File: config.mk
export PLATFORM = sky130hd
export DESIGN_NAME = bba_ram
export DESIGN_NICKNAME = d
export VERILOG_FILES = /design/src/sv/bba_ram.sv
export SDC_FILE = /design/constraint.sdc
export NUM_CORES = 2
export LEC_CHECK = 0
export BUFFER_PORTS_ARGS = -buffer_cell sky130_fd_sc_hd__buf_2
export CORE_MARGIN = 8
export CORE_UTILIZATION = 55
export CTS_CLUSTER_DIAMETER = 60
export DETAILED_ROUTE_END_ITERATION = 6
export HOLD_SLACK_MARGIN = 0.1
export PLACE_DENSITY = 0.76
export SLEW_MARGIN = 20
export SYNTH_ARGS = -nofsm -noshare
export SYNTH_HDL_FRONTEND = slang
export SYNTH_SLANG_ARGS = --single-unit
File: constraint.sdc
create_clock -name clk -period 2.5 [get_ports clk]
set_input_delay 0.25 -clock clk [delete_from_list [all_inputs] [get_ports clk]]
set_output_delay 0.25 -clock clk [all_outputs]
set_load 0.05 [all_outputs]
File: src/sv/bba_ram.sv
// Generic single-port-write, registered-read RAM.
module bba_ram #(
  parameter int WIDTH = 8,
  parameter int DEPTH = 256
) (
  input  logic                     clk,
  input  logic                     we,
  input  logic [$clog2(DEPTH)-1:0] waddr,
  input  logic [WIDTH-1:0]         wdata,
  input  logic [$clog2(DEPTH)-1:0] raddr,
  output logic [WIDTH-1:0]         rdata
);
  logic [WIDTH-1:0] mem [DEPTH];

  always_ff @(posedge clk) begin
    if (we) mem[waddr] <= wdata;
    rdata <= mem[raddr];
  end
endmodule

==> impl_metrics.env <==
export IMPL_path_class="flip-flop to flip-flop"
export IMPL_h_tree_depth=4
export IMPL_required_ps=3190
export IMPL_powerDensity_nw_per_um2=767.2
export IMPL_dpl_hpwl_mm=125.2
export IMPL_cts_sinks=2056
export IMPL_finalSetupViolations=1
export IMPL_grt_pass1_wl_mm=295.2
export IMPL_r2r_start="mem[234][6]"
export IMPL_violations="setup timing"
export IMPL_fin_crit_ps=2531
export IMPL_postCtsSetupBuffers=0
export IMPL_syn_area_per_cell_sq_um=21.31
export IMPL_rr_worst_depth=5
export IMPL_min_from="wdata[7]"
export IMPL_io_buffers=33
export IMPL_hold_class="input pin to flip-flop"
export IMPL_critical_path_max_fanout=2
export IMPL_core_area_sq_um=143700
export IMPL_crit_path_max_incr_delay_ps=880
export IMPL_clk_path_buf_depth=3
export IMPL_slew_limit_headroom_pct=32.70
export IMPL_critPathSlowestCell="nor4_1"
export IMPL_synth_top_flop_cell="edfxtp_1"
export IMPL_first_global_vias=43590
export IMPL_ir_drop_mv=1.140
export IMPL_cts_tree="done"
export IMPL_io_pins=34
export IMPL_dp_slack_ps=-723.2
export IMPL_worstPathArrival_ps=3220
export IMPL_hold_violations=0
export IMPL_yosysUniqueCellTypes=55
export IMPL_avgRoutedWirePerCell_um=31.17
export IMPL_synth_seq_cells=2056
export IMPL_syn_cell_area_sq_um=79560
export IMPL_die_y_um=396.3
export IMPL_grt_overflow=0
export IMPL_crit_buf_inv=0
export IMPL_antenna_found_initial=13
export IMPL_drt_first_pass_iters=7
export IMPL_drv_cap=0
export IMPL_grt_start_max_net_pins=109
export IMPL_cp_end_kind="flip-flop"
export IMPL_slew_violations=0
export IMPL_ant_nets=0
export IMPL_mostFrequentLayoutCells="edfxtp_1 (2048), buf_4 (597), mux4_2 (454)"
export IMPL_cp_start_kind="flip-flop"
export IMPL_fin_ws_ps=-31.34
export IMPL_dieArea_sq_um=157100
export IMPL_worstPathCellList="mux4_2 > o311ai_0 > o22ai_1 > nor4_1 > nor4_2"
export IMPL_area_delta_synth_final_pct=17.10
export IMPL_cp_startpoint="mem[234][6]"
export IMPL_clock_latency_ps=840
export IMPL_routed_wirelength_mm=201.9
export IMPL_cts_inserted_buffers=192
export IMPL_fp_dieW_um=396.3
export IMPL_synth_area_top_cells="edfxtp_1 (77%), mux4_2 (13%), mux2i_1 (1.7%), nor2_1 (1.3%), a22oi_1 (1.3%)"
export IMPL_final_core_util_pct=64.85
export IMPL_hold_depth=1
export IMPL_root_buffer="clkbuf_16"
export IMPL_max_freq_mhz=395.0
export IMPL_yosysWarnings=0
export IMPL_row_count=139
export IMPL_rsz0062_at_grt="false"
export IMPL_cp_top_family="simple AND/OR/NAND/NOR gates"
export IMPL_nNetsFinal=4426
export IMPL_cp_depth=5
export IMPL_status="complete, but fails checks"
export IMPL_postSynth_asyncResetShare_pct=0
export IMPL_vias=42360
export IMPL_synth_top_cell_area_share_pct=77.30
export IMPL_post_route_period_util_pct=101.3
export IMPL_final_common_cell="edfxtp_1"
export IMPL_synth_edf_count=2048
export IMPL_power_leakage_uw=0.03023
export IMPL_start_util_pct=55.38
export IMPL_grt_usage_pct=25.60
export IMPL_drtIter0Drc=6496
export IMPL_final_layout_size_suffix_gt1_share_pct=32.13
export IMPL_syn_inst=3733
export IMPL_clk_pin_slew_worst_paths_ps=60
export IMPL_synth_fp_nets=3759
export IMPL_ys_seq_area_share_pct=77.50
export IMPL_synth_top_cell_by_area="edfxtp_1"
export IMPL_drc=0
export IMPL_gp_congestion=0.8865
export IMPL_tightest_slew_ps=1000
export IMPL_skew_ps=35.63
export IMPL_vias_per_cell=6.539
[cell type report]
class	count	area, sq um
Sequential cell	2056	61660
Fill cell	8998	50500
Multi-Input combinational cell	1442	16530
Timing Repair Buffer	706	6213
Clock buffer	233	5074
Tap cell	1903	2381
Clock inverter	130	1274
Antenna cell	6	15.01
Inverter	2	7.507
[kinds of logic (layout without fill, tap and decap cells)]
kind of cell    after synthesis  in the layout  share of synthesized area [%]
flops                      2056           2056                          77.50
mux                         591            591                          14.62
simple gates                466            466                          2.628
compound gates              385            385                          3.419
buf+inv                     235           1071                          1.831
other cells                   0              6                              0
[state kept, by name, indices dropped and copies added, names as in the netlist]
name	count
rdata	8
mem	2048
[power breakdown]
group	switching, uW	internal [uW]	total (uW)
registers	83.7	38000	38100
clock network	12700	16700	29400
logic	2450	1580	4020
[metal layers]
| layer | GRT usage (%) | vias up | part of all wire, % |
|---|---|---|---|
| li1 | - | 17030 | - |
| met5 | 0 | - | 0.020 |
| met1 | 33.98 | 21810 | 35 |
| met3 | 6.161 | 565 | 12 |
| met2 | 41.10 | 2949 | 48 |
| met4 | 10.83 | 6 | 4.7 |
[what timing repair did]
action | 4_1_cts | 5_1_grt
endpoints found under the setup margin | 5 | 2
pin swaps | 0 | 0
resized for setup | 6 | 2
hold endpoints to repair | 352 | 0
hold buffers | 6 | 0
[stage by stage]
step	hold WS (ps)	setup TNS (ps)	area (sq um)	cells	total power, uW
after floorplan	348.9	0	79560	3733	40690
after global placement	632.6	-4115	86690	6103	42640
after detailed placement	637.6	-4788	86690	6103	42720
after CTS	109.7	0	93130	6472	71660
after global routing	108.6	0	93140	6473	73070
final	96.36	-31.34	93160	6478	71470
[synth_stat cells (10+ instances only)]
master    count
buf_8        13
a211oi_1     16
mux2i_1     134
clkbuf_1    111
buf_6        21
buf_1        22
edfxtp_1   2048
a22oi_1     133
a221oi_1     13
o221ai_1     46
buf_4        27
a21oi_1      96
nor3_1       22
o21ai_0      10
nand2_1      33
o211ai_1     10
nor4_1       24
nand3_1      34
nor2b_1      31
mux4_2      454
nor2_1      282
buf_2        31
o22ai_1      28
nand4_1      10
[path summary, 6_finish.rpt]
check | to | slack [ps]
min reg2reg | rdata[3] | 970
max reg2reg | rdata[6] | -30
max | rdata[6] | -30
min | mem[62][7] | 100
Note: power is estimated with default switching activity, not from simulation.
